File: config.mk
export PLATFORM = sky130hd
export DESIGN_NAME = crc32_frame_append_and_verify_unit
export DESIGN_NICKNAME = d
export VERILOG_FILES = /design/src/design/cfav_pkg.sv /design/src/design/crc32_frame_append_and_verify_unit.sv /design/src/design/cfav_front.sv /design/src/design/cfav_fifo.sv /design/src/design/cfav_back.sv
export SDC_FILE = /design/constraint.sdc
export NUM_CORES = 1
export LEC_CHECK = 0
export ABC_AREA = 1
export BUFFER_PORTS_ARGS = -buffer_cell sky130_fd_sc_hd__clkbuf_2
export CORE_MARGIN = 5
export CORE_UTILIZATION = 55
export DETAILED_ROUTE_END_ITERATION = 10
export PLACE_DENSITY_LB_ADDON = 0.05
export SLEW_MARGIN = 20
export SYNTH_ARGS = -nofsm -noshare
export SYNTH_HDL_FRONTEND = slang
export SYNTH_SLANG_ARGS = --single-unit
File: constraint.sdc
create_clock -name i_clk -period 11.2 [get_ports i_clk]
set_input_delay 0.56 -clock i_clk [delete_from_list [all_inputs] [get_ports i_clk]]
set_output_delay 0.56 -clock i_clk [all_outputs]
set_load 0.05 [all_outputs]
File: src/design/cfav_pkg.sv
// Package for the CRC-32 frame append and verify unit: shared types, constants
// and the byte fold function. No dependencies.
`default_nettype none

package cfav_pkg;

    localparam int CFAV_CRC_W     = 32;
    localparam int CFAV_BYTE_W    = 8;
    localparam int CFAV_CRC_BYTES = CFAV_CRC_W / CFAV_BYTE_W;
    localparam int CFAV_FIFO_DEPTH = 4;

    localparam logic [CFAV_CRC_W-1:0] CFAV_GENERATOR_RST = 32'h0982_3B6E;
    localparam logic [CFAV_CRC_W-1:0] CFAV_START_RST     = 32'hFFFF_FFFF;

    // Configuration register indexes.
    localparam logic [1:0] REG_GENERATOR   = 2'd0;
    localparam logic [1:0] REG_START_VALUE = 2'd1;
    localparam logic [1:0] REG_MODE        = 2'd2;

    // Mode register values.
    localparam logic MODE_GENERATE = 1'b0;
    localparam logic MODE_VERIFY   = 1'b1;

    // One classified byte, handed from the front to the back.
    typedef struct packed {
        logic [CFAV_BYTE_W-1:0] data_byte;
        logic                   frame_end;
        logic                   append;
        logic                   check_ok;
        logic [CFAV_CRC_W-1:0]  crc;
    } t_run;

    // Occupancy flags of the queue between front and back.
    typedef struct packed {
        logic full;
        logic empty;
    } t_fifo_stat;

    // Folds one byte into the CRC, most significant bit first.
    function automatic logic [CFAV_CRC_W-1:0] cfav_fold(
        input logic [CFAV_CRC_W-1:0]  crc_in,
        input logic [CFAV_BYTE_W-1:0] data,
        input logic [CFAV_CRC_W-1:0]  poly
    );
        logic [CFAV_CRC_W-1:0] c;
        c = crc_in ^ {data, {(CFAV_CRC_W-CFAV_BYTE_W){1'b0}}};
        for (int i = 0; i < CFAV_BYTE_W; i++) begin
            if (c[CFAV_CRC_W-1]) begin
                c = (c << 1) ^ poly;
            end else begin
                c = c << 1;
            end
        end
        return c;
    endfunction

endpackage

`default_nettype wire

File: src/design/crc32_frame_append_and_verify_unit.sv
// CRC-32 frame append and verify unit, top level. Instantiates the front,
// the queue and the back end. Depends on cfav_pkg.
// A byte's first result goes through the queue and the back end's output register.
// Throughput, unless stalled: one byte per cycle; a generate-mode frame end gives
// five results, one per cycle from the back end's single output register.
// Reset is synchronous and active low; it restores the register defaults.
`default_nettype none

module crc32_frame_append_and_verify_unit #(
    parameter int FIFO_DEPTH = cfav_pkg::CFAV_FIFO_DEPTH
) (
    input  wire logic                            i_clk,
    input  wire logic                            i_rst_n,
    input  wire logic                            i_in_valid,
    output logic                                 o_in_ready,
    input  wire logic [cfav_pkg::CFAV_BYTE_W-1:0] i_data_byte,
    input  wire logic                            i_frame_end,
    output logic                                 o_out_valid,
    input  wire logic                            i_out_ready,
    output logic [cfav_pkg::CFAV_BYTE_W-1:0]     o_out_byte,
    output logic                                 o_is_crc_byte,
    output logic                                 o_run_last,
    output logic                                 o_frame_done,
    output logic                                 o_check_ok,
    output logic [cfav_pkg::CFAV_CRC_W-1:0]      o_crc_value,
    input  wire logic                            i_cfg_wr_en,
    input  wire logic [1:0]                      i_cfg_index,
    input  wire logic [cfav_pkg::CFAV_CRC_W-1:0] i_cfg_wdata
);
    import cfav_pkg::*;

    t_run       push_run;
    t_run       head_run;
    t_fifo_stat fifo_stat;
    logic       push;
    logic       pop;

    cfav_front u_front (
        .i_clk       (i_clk),
        .i_rst_n     (i_rst_n),
        .i_in_valid  (i_in_valid),
        .o_in_ready  (o_in_ready),
        .i_data_byte (i_data_byte),
        .i_frame_end (i_frame_end),
        .i_cfg_wr_en (i_cfg_wr_en),
        .i_cfg_index (i_cfg_index),
        .i_cfg_wdata (i_cfg_wdata),
        .i_fifo_stat (fifo_stat),
        .o_push      (push),
        .o_run       (push_run)
    );

    cfav_fifo #(
        .DEPTH (FIFO_DEPTH)
    ) u_fifo (
        .i_clk   (i_clk),
        .i_rst_n (i_rst_n),
        .i_push  (push),
        .i_data  (push_run),
        .i_pop   (pop),
        .o_data  (head_run),
        .o_stat  (fifo_stat)
    );

    cfav_back u_back (
        .i_clk         (i_clk),
        .i_rst_n       (i_rst_n),
        .i_run         (head_run),
        .i_fifo_stat   (fifo_stat),
        .o_pop         (pop),
        .o_out_valid   (o_out_valid),
        .i_out_ready   (i_out_ready),
        .o_out_byte    (o_out_byte),
        .o_is_crc_byte (o_is_crc_byte),
        .o_run_last    (o_run_last),
        .o_frame_done  (o_frame_done),
        .o_check_ok    (o_check_ok),
        .o_crc_value   (o_crc_value)
    );

endmodule

`default_nettype wire

File: src/design/cfav_front.sv
// Front end: configuration registers, CRC state and the verify delay line.
// Classifies each accepted byte into a run entry. Depends on cfav_pkg.
`default_nettype none

module cfav_front (
    input  wire logic                                i_clk,
    input  wire logic                                i_rst_n,
    input  wire logic                                i_in_valid,
    output logic                                     o_in_ready,
    input  wire logic [cfav_pkg::CFAV_BYTE_W-1:0]    i_data_byte,
    input  wire logic                                i_frame_end,
    input  wire logic                                i_cfg_wr_en,
    input  wire logic [1:0]                          i_cfg_index,
    input  wire logic [cfav_pkg::CFAV_CRC_W-1:0]     i_cfg_wdata,
    input  wire cfav_pkg::t_fifo_stat                i_fifo_stat,
    output logic                                     o_push,
    output cfav_pkg::t_run                           o_run
);
    import cfav_pkg::*;

    logic [CFAV_CRC_W-1:0]  r_generator;
    logic [CFAV_CRC_W-1:0]  r_start;
    logic                   r_mode;
    logic [CFAV_CRC_W-1:0]  r_crc;
    logic [CFAV_BYTE_W-1:0] r_trailer [CFAV_CRC_BYTES];
    logic [2:0]             r_bytes_seen;

    logic [CFAV_BYTE_W-1:0] fold_in;
    logic                   do_fold;
    logic [CFAV_CRC_W-1:0]  folded;
    logic [CFAV_CRC_W-1:0]  n_crc;
    logic [2:0]             n_bytes_seen;
    logic [CFAV_CRC_W-1:0]  stored;

    assign o_in_ready = !i_fifo_stat.full;
    assign o_push     = i_in_valid && o_in_ready;

    always_comb begin
        // In verify mode the oldest held byte enters the CRC once four are held.
        fold_in      = (r_mode == MODE_VERIFY) ? r_trailer[0] : i_data_byte;
        do_fold      = (r_mode == MODE_GENERATE) || (r_bytes_seen >= 3'd4);
        folded       = cfav_fold(r_crc, fold_in, r_generator);
        n_crc        = do_fold ? folded : r_crc;
        n_bytes_seen = (r_bytes_seen < 3'd5) ? r_bytes_seen + 3'd1 : r_bytes_seen;
        stored       = {i_data_byte, r_trailer[3], r_trailer[2], r_trailer[1]};

        o_run.data_byte = i_data_byte;
        o_run.frame_end = i_frame_end;
        o_run.crc       = n_crc;
        o_run.append    = (r_mode == MODE_GENERATE) && i_frame_end;
        o_run.check_ok  = (r_mode == MODE_VERIFY) && i_frame_end
                          && (n_bytes_seen >= 3'd5) && (stored == n_crc);
    end

    always_ff @(posedge i_clk) begin
        if (!i_rst_n) begin
            r_generator  <= CFAV_GENERATOR_RST;
            r_start      <= CFAV_START_RST;
            r_mode       <= MODE_GENERATE;
            r_crc        <= CFAV_START_RST;
            r_bytes_seen <= 3'd0;
            for (int i = 0; i < CFAV_CRC_BYTES; i++) begin
                r_trailer[i] <= '0;
            end
        end else begin
            if (i_cfg_wr_en) begin
                unique case (i_cfg_index)
                    REG_GENERATOR: begin
                        r_generator <= i_cfg_wdata;
                    end
                    REG_START_VALUE: begin
                        r_start <= i_cfg_wdata;
                        r_crc   <= i_cfg_wdata;
                    end
                    REG_MODE: begin
                        r_mode <= i_cfg_wdata[0];
                    end
                    default: begin
                    end
                endcase
            end
            if (o_push) begin
                if (i_frame_end) begin
                    r_crc        <= r_start;
                    r_bytes_seen <= 3'd0;
                    for (int i = 0; i < CFAV_CRC_BYTES; i++) begin
                        r_trailer[i] <= '0;
                    end
                end else begin
                    r_crc <= n_crc;
                    if (r_mode == MODE_VERIFY) begin
                        for (int i = 0; i < CFAV_CRC_BYTES - 1; i++) begin
                            r_trailer[i] <= r_trailer[i+1];
                        end
                        r_trailer[CFAV_CRC_BYTES-1] <= i_data_byte;
                        r_bytes_seen <= n_bytes_seen;
                    end
                end
            end
        end
    end

endmodule

`default_nettype wire

File: src/design/cfav_fifo.sv
// Short queue of run entries between the front and the back end.
// Head entry is visible without a pop. Depends on cfav_pkg.
`default_nettype none

module cfav_fifo #(
    parameter int DEPTH = cfav_pkg::CFAV_FIFO_DEPTH
) (
    input  wire logic            i_clk,
    input  wire logic            i_rst_n,
    input  wire logic            i_push,
    input  wire cfav_pkg::t_run  i_data,
    input  wire logic            i_pop,
    output cfav_pkg::t_run       o_data,
    output cfav_pkg::t_fifo_stat o_stat
);
    import cfav_pkg::*;

    localparam int PW = (DEPTH > 1) ? $clog2(DEPTH) : 1;
    localparam int CW = $clog2(DEPTH + 1);

    t_run          r_mem [DEPTH];
    logic [PW-1:0] r_wr_ptr;
    logic [PW-1:0] r_rd_ptr;
    logic [CW-1:0] r_count;
    logic [PW-1:0] n_wr_ptr;
    logic [PW-1:0] n_rd_ptr;

    assign o_stat.full  = (r_count == CW'(DEPTH));
    assign o_stat.empty = (r_count == '0);
    assign o_data       = r_mem[r_rd_ptr];

    assign n_wr_ptr = (r_wr_ptr == PW'(DEPTH - 1)) ? '0 : r_wr_ptr + 1'b1;
    assign n_rd_ptr = (r_rd_ptr == PW'(DEPTH - 1)) ? '0 : r_rd_ptr + 1'b1;

    always_ff @(posedge i_clk) begin
        if (i_push) begin
            r_mem[r_wr_ptr] <= i_data;
        end
    end

    always_ff @(posedge i_clk) begin
        if (!i_rst_n) begin
            r_wr_ptr <= '0;
            r_rd_ptr <= '0;
            r_count  <= '0;
        end else begin
            if (i_push) begin
                r_wr_ptr <= n_wr_ptr;
            end
            if (i_pop) begin
                r_rd_ptr <= n_rd_ptr;
            end
            if (i_push && !i_pop) begin
                r_count <= r_count + 1'b1;
            end else if (i_pop && !i_push) begin
                r_count <= r_count - 1'b1;
            end
        end
    end

endmodule

`default_nettype wire

File: src/design/cfav_back.sv
// Back end: expands run entries into result transfers, appending the four
// CRC bytes after a generate-mode frame end. Depends on cfav_pkg.
`default_nettype none

module cfav_back (
    input  wire logic                               i_clk,
    input  wire logic                               i_rst_n,
    input  wire cfav_pkg::t_run                     i_run,
    input  wire cfav_pkg::t_fifo_stat               i_fifo_stat,
    output logic                                    o_pop,
    output logic                                    o_out_valid,
    input  wire logic                               i_out_ready,
    output logic [cfav_pkg::CFAV_BYTE_W-1:0]        o_out_byte,
    output logic                                    o_is_crc_byte,
    output logic                                    o_run_last,
    output logic                                    o_frame_done,
    output logic                                    o_check_ok,
    output logic [cfav_pkg::CFAV_CRC_W-1:0]         o_crc_value
);
    import cfav_pkg::*;

    localparam logic [1:0] LAST_PHASE = 2'(CFAV_CRC_BYTES - 1);

    logic                   r_out_valid;
    logic [CFAV_BYTE_W-1:0] r_out_byte;
    logic                   r_is_crc_byte;
    logic                   r_run_last;
    logic                   r_frame_done;
    logic                   r_check_ok;
    logic [CFAV_CRC_W-1:0]  r_crc_value;
    logic                   r_hold;
    logic [1:0]             r_phase;
    logic [CFAV_CRC_W-1:0]  r_crc;

    logic                   n_out_valid;
    logic [CFAV_BYTE_W-1:0] n_out_byte;
    logic                   n_is_crc_byte;
    logic                   n_run_last;
    logic                   n_frame_done;
    logic                   n_check_ok;
    logic [CFAV_CRC_W-1:0]  n_crc_value;
    logic                   n_hold;
    logic [1:0]             n_phase;
    logic [CFAV_CRC_W-1:0]  n_crc;
    logic                   load;
    logic [CFAV_CRC_W-1:0]  crc_shift;

    assign load      = !r_out_valid || i_out_ready;
    assign o_pop     = load && !r_hold && !i_fifo_stat.empty;
    assign crc_shift = r_crc >> {r_phase, 3'b000};

    always_comb begin
        n_out_valid   = r_out_valid;
        n_out_byte    = r_out_byte;
        n_is_crc_byte = r_is_crc_byte;
        n_run_last    = r_run_last;
        n_frame_done  = r_frame_done;
        n_check_ok    = r_check_ok;
        n_crc_value   = r_crc_value;
        n_hold        = r_hold;
        n_phase       = r_phase;
        n_crc         = r_crc;
        if (load) begin
            if (r_hold) begin
                // Appended CRC bytes go out low byte first.
                n_out_valid   = 1'b1;
                n_out_byte    = crc_shift[CFAV_BYTE_W-1:0];
                n_is_crc_byte = 1'b1;
                n_run_last    = (r_phase == LAST_PHASE);
                n_frame_done  = 1'b1;
                n_check_ok    = 1'b0;
                n_crc_value   = r_crc;
                n_phase       = r_phase + 2'd1;
                n_hold        = (r_phase != LAST_PHASE);
            end else if (!i_fifo_stat.empty) begin
                n_out_valid   = 1'b1;
                n_out_byte    = i_run.data_byte;
                n_is_crc_byte = 1'b0;
                n_run_last    = !i_run.append;
                n_frame_done  = i_run.frame_end;
                n_check_ok    = i_run.check_ok;
                n_crc_value   = i_run.crc;
                n_hold        = i_run.append;
                n_phase       = 2'd0;
                n_crc         = i_run.crc;
            end else begin
                n_out_valid   = 1'b0;
            end
        end
    end

    always_ff @(posedge i_clk) begin
        if (!i_rst_n) begin
            r_out_valid <= 1'b0;
            r_hold      <= 1'b0;
            r_phase     <= 2'd0;
        end else begin
            r_out_valid <= n_out_valid;
            r_hold      <= n_hold;
            r_phase     <= n_phase;
        end
    end

    always_ff @(posedge i_clk) begin
        r_out_byte    <= n_out_byte;
        r_is_crc_byte <= n_is_crc_byte;
        r_run_last    <= n_run_last;
        r_frame_done  <= n_frame_done;
        r_check_ok    <= n_check_ok;
        r_crc_value   <= n_crc_value;
        r_crc         <= n_crc;
    end

    assign o_out_valid   = r_out_valid;
    assign o_out_byte    = r_out_byte;
    assign o_is_crc_byte = r_is_crc_byte;
    assign o_run_last    = r_run_last;
    assign o_frame_done  = r_frame_done;
    assign o_check_ok    = r_check_ok;
    assign o_crc_value   = r_crc_value;

endmodule

`default_nettype wire

After elaboration in Yosys (flattened, before gate mapping). Memory sizes are Yosys's and may differ from the RTL's. A register that Yosys moved wholly into a read port is not among the register bits. Cells that the tools add are included.

Bits in registers: 187. Bits in latches: 0. Memory bits (writable): 204. ROM bits: 0. Bits of input ports: 48. Output and inout bits: 46. Word-level logic and storage cells: 148. Memories: 2.

Add/sub/neg operators: 6. Multiply operators: 0. Div/mod/pow operators: 0. Magnitude comparators: 3. Equality and inequality tests: 9. Shifts and indexed selects: 1. Mux-type cells: 58. Bitwise gates (word level): 20. Reductions and logical operators: 31.

Memories: u_fifo.r_mem (words 4, width 43, rd ports 1, clocked after Yosys merged registers in 1, wr ports 1, RTL line cfav_fifo.sv:21) `t_run r_mem [DEPTH];`; u_front.r_trailer (words 4, width 8, rd ports 4, clocked after Yosys merged registers in 0, wr ports 4, RTL line cfav_front.sv:25) `logic [CFAV_BYTE_W-1:0] r_trailer [CFAV_CRC_BYTES];`.

Operator list (number): 32-bit two-way mux (15); 32-bit XOR (9); 8-bit two-way mux (11); 32-bit equality test (1); 32-bit by 5-bit right shift with 8-bit output (1); 1-bit two-way mux (21); 3-bit two-way mux (5); 2-bit two-way mux (6); 2-bit AND reduction (6); 1-bit logical AND (9); 2-bit equality test (second input constant) (4); 1-bit bitwise OR (8); 2-bit nonzero test (4); 1-bit logical NOT (7); 2-bit by 1-bit adder with 2-bit output (second input constant) (3); 3-bit by 1-bit adder with 3-bit output (second input constant) (2); 3-bit greater-or-equal comparator (second input constant) (2); 2-bit != test (second input constant) (2); 3-bit equality test (second input constant) (1); 3-bit logical NOT (1); 3-bit < comparator (second input constant) (1); 1-bit NOT (3); 3-bit AND reduction (1); 3-bit by 1-bit subtractor with 3-bit output (second input constant) (1); other kinds (3) (4).

Logic depth before layout (Yosys ltp).
Word-level depth: 21. Depth in mapped cells: 40. Depth with buffers taken out: 39.

Modules after synthesis. A second synthesis with hierarchy kept.

Cell total of the unflattened synthesis: 2666. Area total of the unflattened synthesis: 21531.9 um^2.

Modules (own cells, without submodules): cfav_front (times used 1, cells each 1891, area each 11270.8 um^2, sequential area each 2882.8 um^2); cfav_fifo (times used 1, cells each 474, area each 6812.8 um^2, sequential area each 5345.1 um^2); cfav_back (times used 1, cells each 301, area each 3448.3 um^2, sequential area each 2362.3 um^2).

Least setup slack after synthesis. OpenSTA, ideal clock, no wires.

Path kind: flip-flop to flip-flop. Start: register u_back.r_out_valid, in the netlist u_back.o_out_valid. End: register u_fifo.r_count[1]. Setup time: 120 ps. Arrival time: 4243 ps. Data required time: 11080 ps. Slack: 6837 ps. Cell stages (with the launch flop): 10. Period minus slack after synthesis: 4363 ps. Cell sequence: dfxtp_1 -> inv_1 -> nor2_1 -> nor3_1 -> inv_1 -> ha_1 -> inv_1 -> fa_1 -> o21ai_0 -> a21oi_1.

Word-level cells in the longest chain between the ends: 7. Elaborated cells between the ends (all ways): 9. Classes of those cells: mux: 1; reduce/logical: 8.

Ends and longest elaborated chain: start, declared (RTL line cfav_back.sv:24) `logic r_out_valid;`; start signal, assigned (RTL line cfav_back.sv:98) `r_out_valid <= n_out_valid;`; 1-bit logical NOT * (RTL line cfav_back.sv:48) `assign load = !r_out_valid || i_out_ready;`; 1-bit logical OR * (RTL line cfav_back.sv:48); 1-bit logical AND * (2 in series) (RTL line cfav_back.sv:49) `assign o_pop = load && !r_hold && !i_fifo_stat.empty;`; 1-bit logical NOT (RTL line cfav_fifo.sv:53) `if (i_push && !i_pop) begin`; 1-bit logical AND (RTL line cfav_fifo.sv:53); 3-bit two-way mux / 2-bit nonzero test (equally long branches); end signal, assigned (RTL line cfav_fifo.sv:54) `r_count <= r_count + 1'b1;`; end signal, assigned (RTL line cfav_fifo.sv:56) `r_count <= r_count - 1'b1;`; end, declared (RTL line cfav_fifo.sv:24) `logic [CW-1:0] r_count;`.

Mark *: on every way between the ends. The rest lies on a longest branch, timed or not. A chain may end at the register's enable or synchronous reset.

==> run_results.csv <==
group,metric,value,unit
run_status,outcome,"finished, final reports clean",
floorplanning,io_pins,94,
floorplanning,die_x,206,um
pwr,p_clk_share,20.8,%
setup_path,cpMostUsedCell,"nand2_1",
floorplanning,rows,71,
clocking,clkLatencyLatePin,0.58,ns
setup_path,crit_fanout,61,
sta,tns,0,ns
grt,antenna_found_initial,0,
synthesis,async_flop_share,0,%
sta,slew_violations,0,
grt,overflow,0,
setup_path,crit_arrival,8.06,ns
setup_path,slowest_stage,"dfxtp_1",
clocking,htree_levels,2,
drt,routed.top_layer,"met4",
drt,vias,18300,
pwr,p_per_area,283,mW/mm2
drt,drt-initial-drc-count,1695,
setup_path,reg2reg_setup_slack,3.52,ns
placement,hpwl,42800,um
sta,clock.fmax,130,MHz
sta,tightest_slew,1.10,ns
sta,final.min_clock_period,7.68,ns
drt,wl_per_cell,19.0,um
grt,grt_pass1_wl,96200,um
synthesis,yosys_warnings,0,
clocking,path_clk_slew,0.06,ns
pwr,power.leakage,10.4,nW
run,drv_cap,0,
pwr,intPower,0.00364,W
clocking,cts_root_buf,"clkbuf_16",
final_layout,fin_nets,2790,
synthesis,synth_edf_count,272,
grt,grt.total_usage,29.3,%
drt,met2_wirelength,28300,um
grt,grt_pass1_vias,16700,
sta,finalSetupViolations,0,
sta,maxSlewHeadroom,24.6,%
placement,gp_congestion,0.950,
setup_path,startpoint_type,"flip-flop",
setup_path,r2r_cells,38,
grt,grt_max_degree,88,
drt,met1_length,26500,um
min_path,hold_depth,3,
clocking,cts-hold-fix-buffers,0,
synthesis,synth_ff_type,"edfxtp_1",
final_layout,area_growth,9.46,%
pwr,ir_drop,0.000187,V
clocking,clock_path_buffers,3,
sta,report.final.hold_viol_count,0,
drt,wirelength,62300,um
drt,vias_per_cell,5.59,
clocking,clock-sinks,393,
synthesis,ys_ff_latch,393,
pwr,switchingPower,0.00292,W
clocking,cts_buffers,42,
synthesis,synth_cell_types,40,
setup_path,path_class,"reg -> reg",
floorplanning,die_h,206,um
synthesis,synth_area,0.0212,mm2
drt,drtPass1Iterations,6,
synthesis,syn_nets,2790,
setup_path,critPathMaxStageDelay,0.74,ns
setup_path,crit_required,11.58,ns
floorplanning,die_area,0.0425,mm2
clocking,tritoncts,"yes",
min_path,hp-class,"in -> reg",
clocking,postCtsSetupBuffers,0,
sta,rsz0062_at_grt,"false",
placement,io_buffer_count,93,
drt,route.met3.wl,4860,um
final_layout,diodes,0,
drt,drc,0,
setup_path,end_kind,"flip-flop",
synthesis,avgSynthCellArea,7.75,um2
sta,min_period_over_period,68.5,%
setup_path,worstReg2RegEnd,"u_fifo.r_mem[2][32]",
clocking,cts_resized,0,
floorplanning,coreArea,0.0378,mm2
sta,fin_skew,0.0224,ns
synthesis,seq_area_frac_synth,50.0,%
final_layout,drive_above_1_share,8.64,%
min_path,holdPathEnd,"u_front.r_generator[1]",
min_path,hold_start,"i_cfg_wdata[1]",
floorplanning,initial_core_util,56.0,%
pwr,pwr-share-comb,44.4,%
placement,dpl.cell_count,3200,
drt,final_antenna_net_count,0,
setup_path,reg2reg_from,"u_front.r_mode",
final_layout,final_cells,3278,
synthesis,synthCells,2733,
pwr,p_sw_share,44.5,%
pwr,pwr-share-seq,34.8,%
[cell usage in the layout (no fill, tap or decap), drive strengths merged]
cell	count
nand2	960
nand3	296
edfxtp	272
inv	247
nor2	226
o21ai	170
clkbuf	152
dfxtp	121
xor2	51
o22ai	43
xnor2	41
a21oi	34
o221ai	33
buf	26
or2	24
clkinv	18
o211ai	10
nand4	8
a31oi	8
ha	8
nand3b	5
nor3	4
nand2b	2
o21bai	1
a21boi	1
a2111oi	1
o211a	1
a22oi	1
a211oi	1
fa	1
bufinv	1
[through the flow]
stage	setup WS (ns)	util, %	hold WS [ns]	power, W	cell area (um2)
2_1_floorplan	6.84	-	0.429	0.00438	21200
3_3_place_gp	3.91	57.7	0.438	0.00514	21800
3_5_place_dp	3.63	57.7	0.447	0.00519	21800
4_1_cts	3.59	61.3	0.203	0.00656	23200
5_1_grt	2.61	61.3	0.222	0.00701	23200
6_report	3.52	61.3	0.228	0.00656	23200
[Yosys cell counts, drive strengths merged, types with 2 or more instances]
cell	count	share of area (%)
edfxtp	272	39
xor2	51	2.1
nand4	8	0.24
nand2b	2	0.059
a21oi	34	0.80
nand3	296	7.1
a31oi	8	0.24
o221ai	33	1.4
dfxtp	121	11
clkbuf	114	2.0
or2	24	0.71
o21ai	170	4.0
nand3b	5	0.18
nand2	960	17
ha	8	0.47
xnor2	41	1.7
buf	48	1.3
nor2	226	4.0
o22ai	43	1.3
nor3	4	0.095
o211ai	10	0.35
inv	243	4.3
clkinv	5	0.089
[worst max-delay path, delay by kind of cell, from the launching register on]
| family | cells | cell delay, ns |
|---|---|---|
| flops | 1 | 0.74 |
| simple gates | 31 | 4.55 |
| buf+inv | 7 | 2.12 |
[per-layer routing]
layer / global-route usage (%) / vias up
met3: 4.00 / 148
met1: 41.1 / 8611
met5: 0 / -
met2: 46.5 / 660
li1: - / 8908
met4: 11.7 / 0
[worst max path at each step]
stage                       startpoint                   to  slack [ns]  cells past startpoint
floorplan           u_back.o_out_valid    u_fifo.r_count[1]        6.84                      9
global placement        u_front.r_mode  u_fifo.r_mem[0][32]        3.91                     38
detailed placement      u_front.r_mode  u_fifo.r_mem[2][32]        3.63                     38
CTS                     u_front.r_mode  u_fifo.r_mem[2][32]        3.59                     38
global route            u_front.r_mode  u_fifo.r_mem[2][32]        2.61                     38
finish                  u_front.r_mode  u_fifo.r_mem[2][32]        3.52                     38
[registers in the layout (all words and copies together) (netlist names), 8 cells and up, named ones only]
register             count
u_back.r_crc            32
u_front.r_start         32
u_back.o_out_byte        8
u_back.o_crc_value      32
u_fifo.r_mem           172
u_front.r_trailer       32
u_front.r_crc           32
u_front.r_generator     32
[power by group through the flow]
stage / clock [W] / combinational, W / sequential (W)
2_1_floorplan: 0 / 0.00184 / 0.00254
3_3_place_gp: 0 / 0.00284 / 0.00230
3_5_place_dp: 0 / 0.00288 / 0.00231
4_1_cts: 0.00139 / 0.00290 / 0.00228
5_1_grt: 0.00145 / 0.00326 / 0.00231
6_report: 0.00137 / 0.00291 / 0.00228
[layout make-up]
cell class	count	area, um2
multi-input cells	1930	9010
fillers	3397	14700
clock inverters	18	165
clock buffers	60	1200
inverters	248	931
well taps	511	639
flip-flops and latches	393	10600
repair buffers	118	656
[kinds of logic after synthesis]
| logic type | synth area share (%) |
|---|---|
| compound gates | 8.27 |
| xor+xnor | 3.80 |
| fa+ha+maj | 0.567 |
| buf+inv | 7.75 |
| flops | 50.0 |
| simple gates | 29.6 |
No activity file was read; power rests on OpenSTA's default activity.
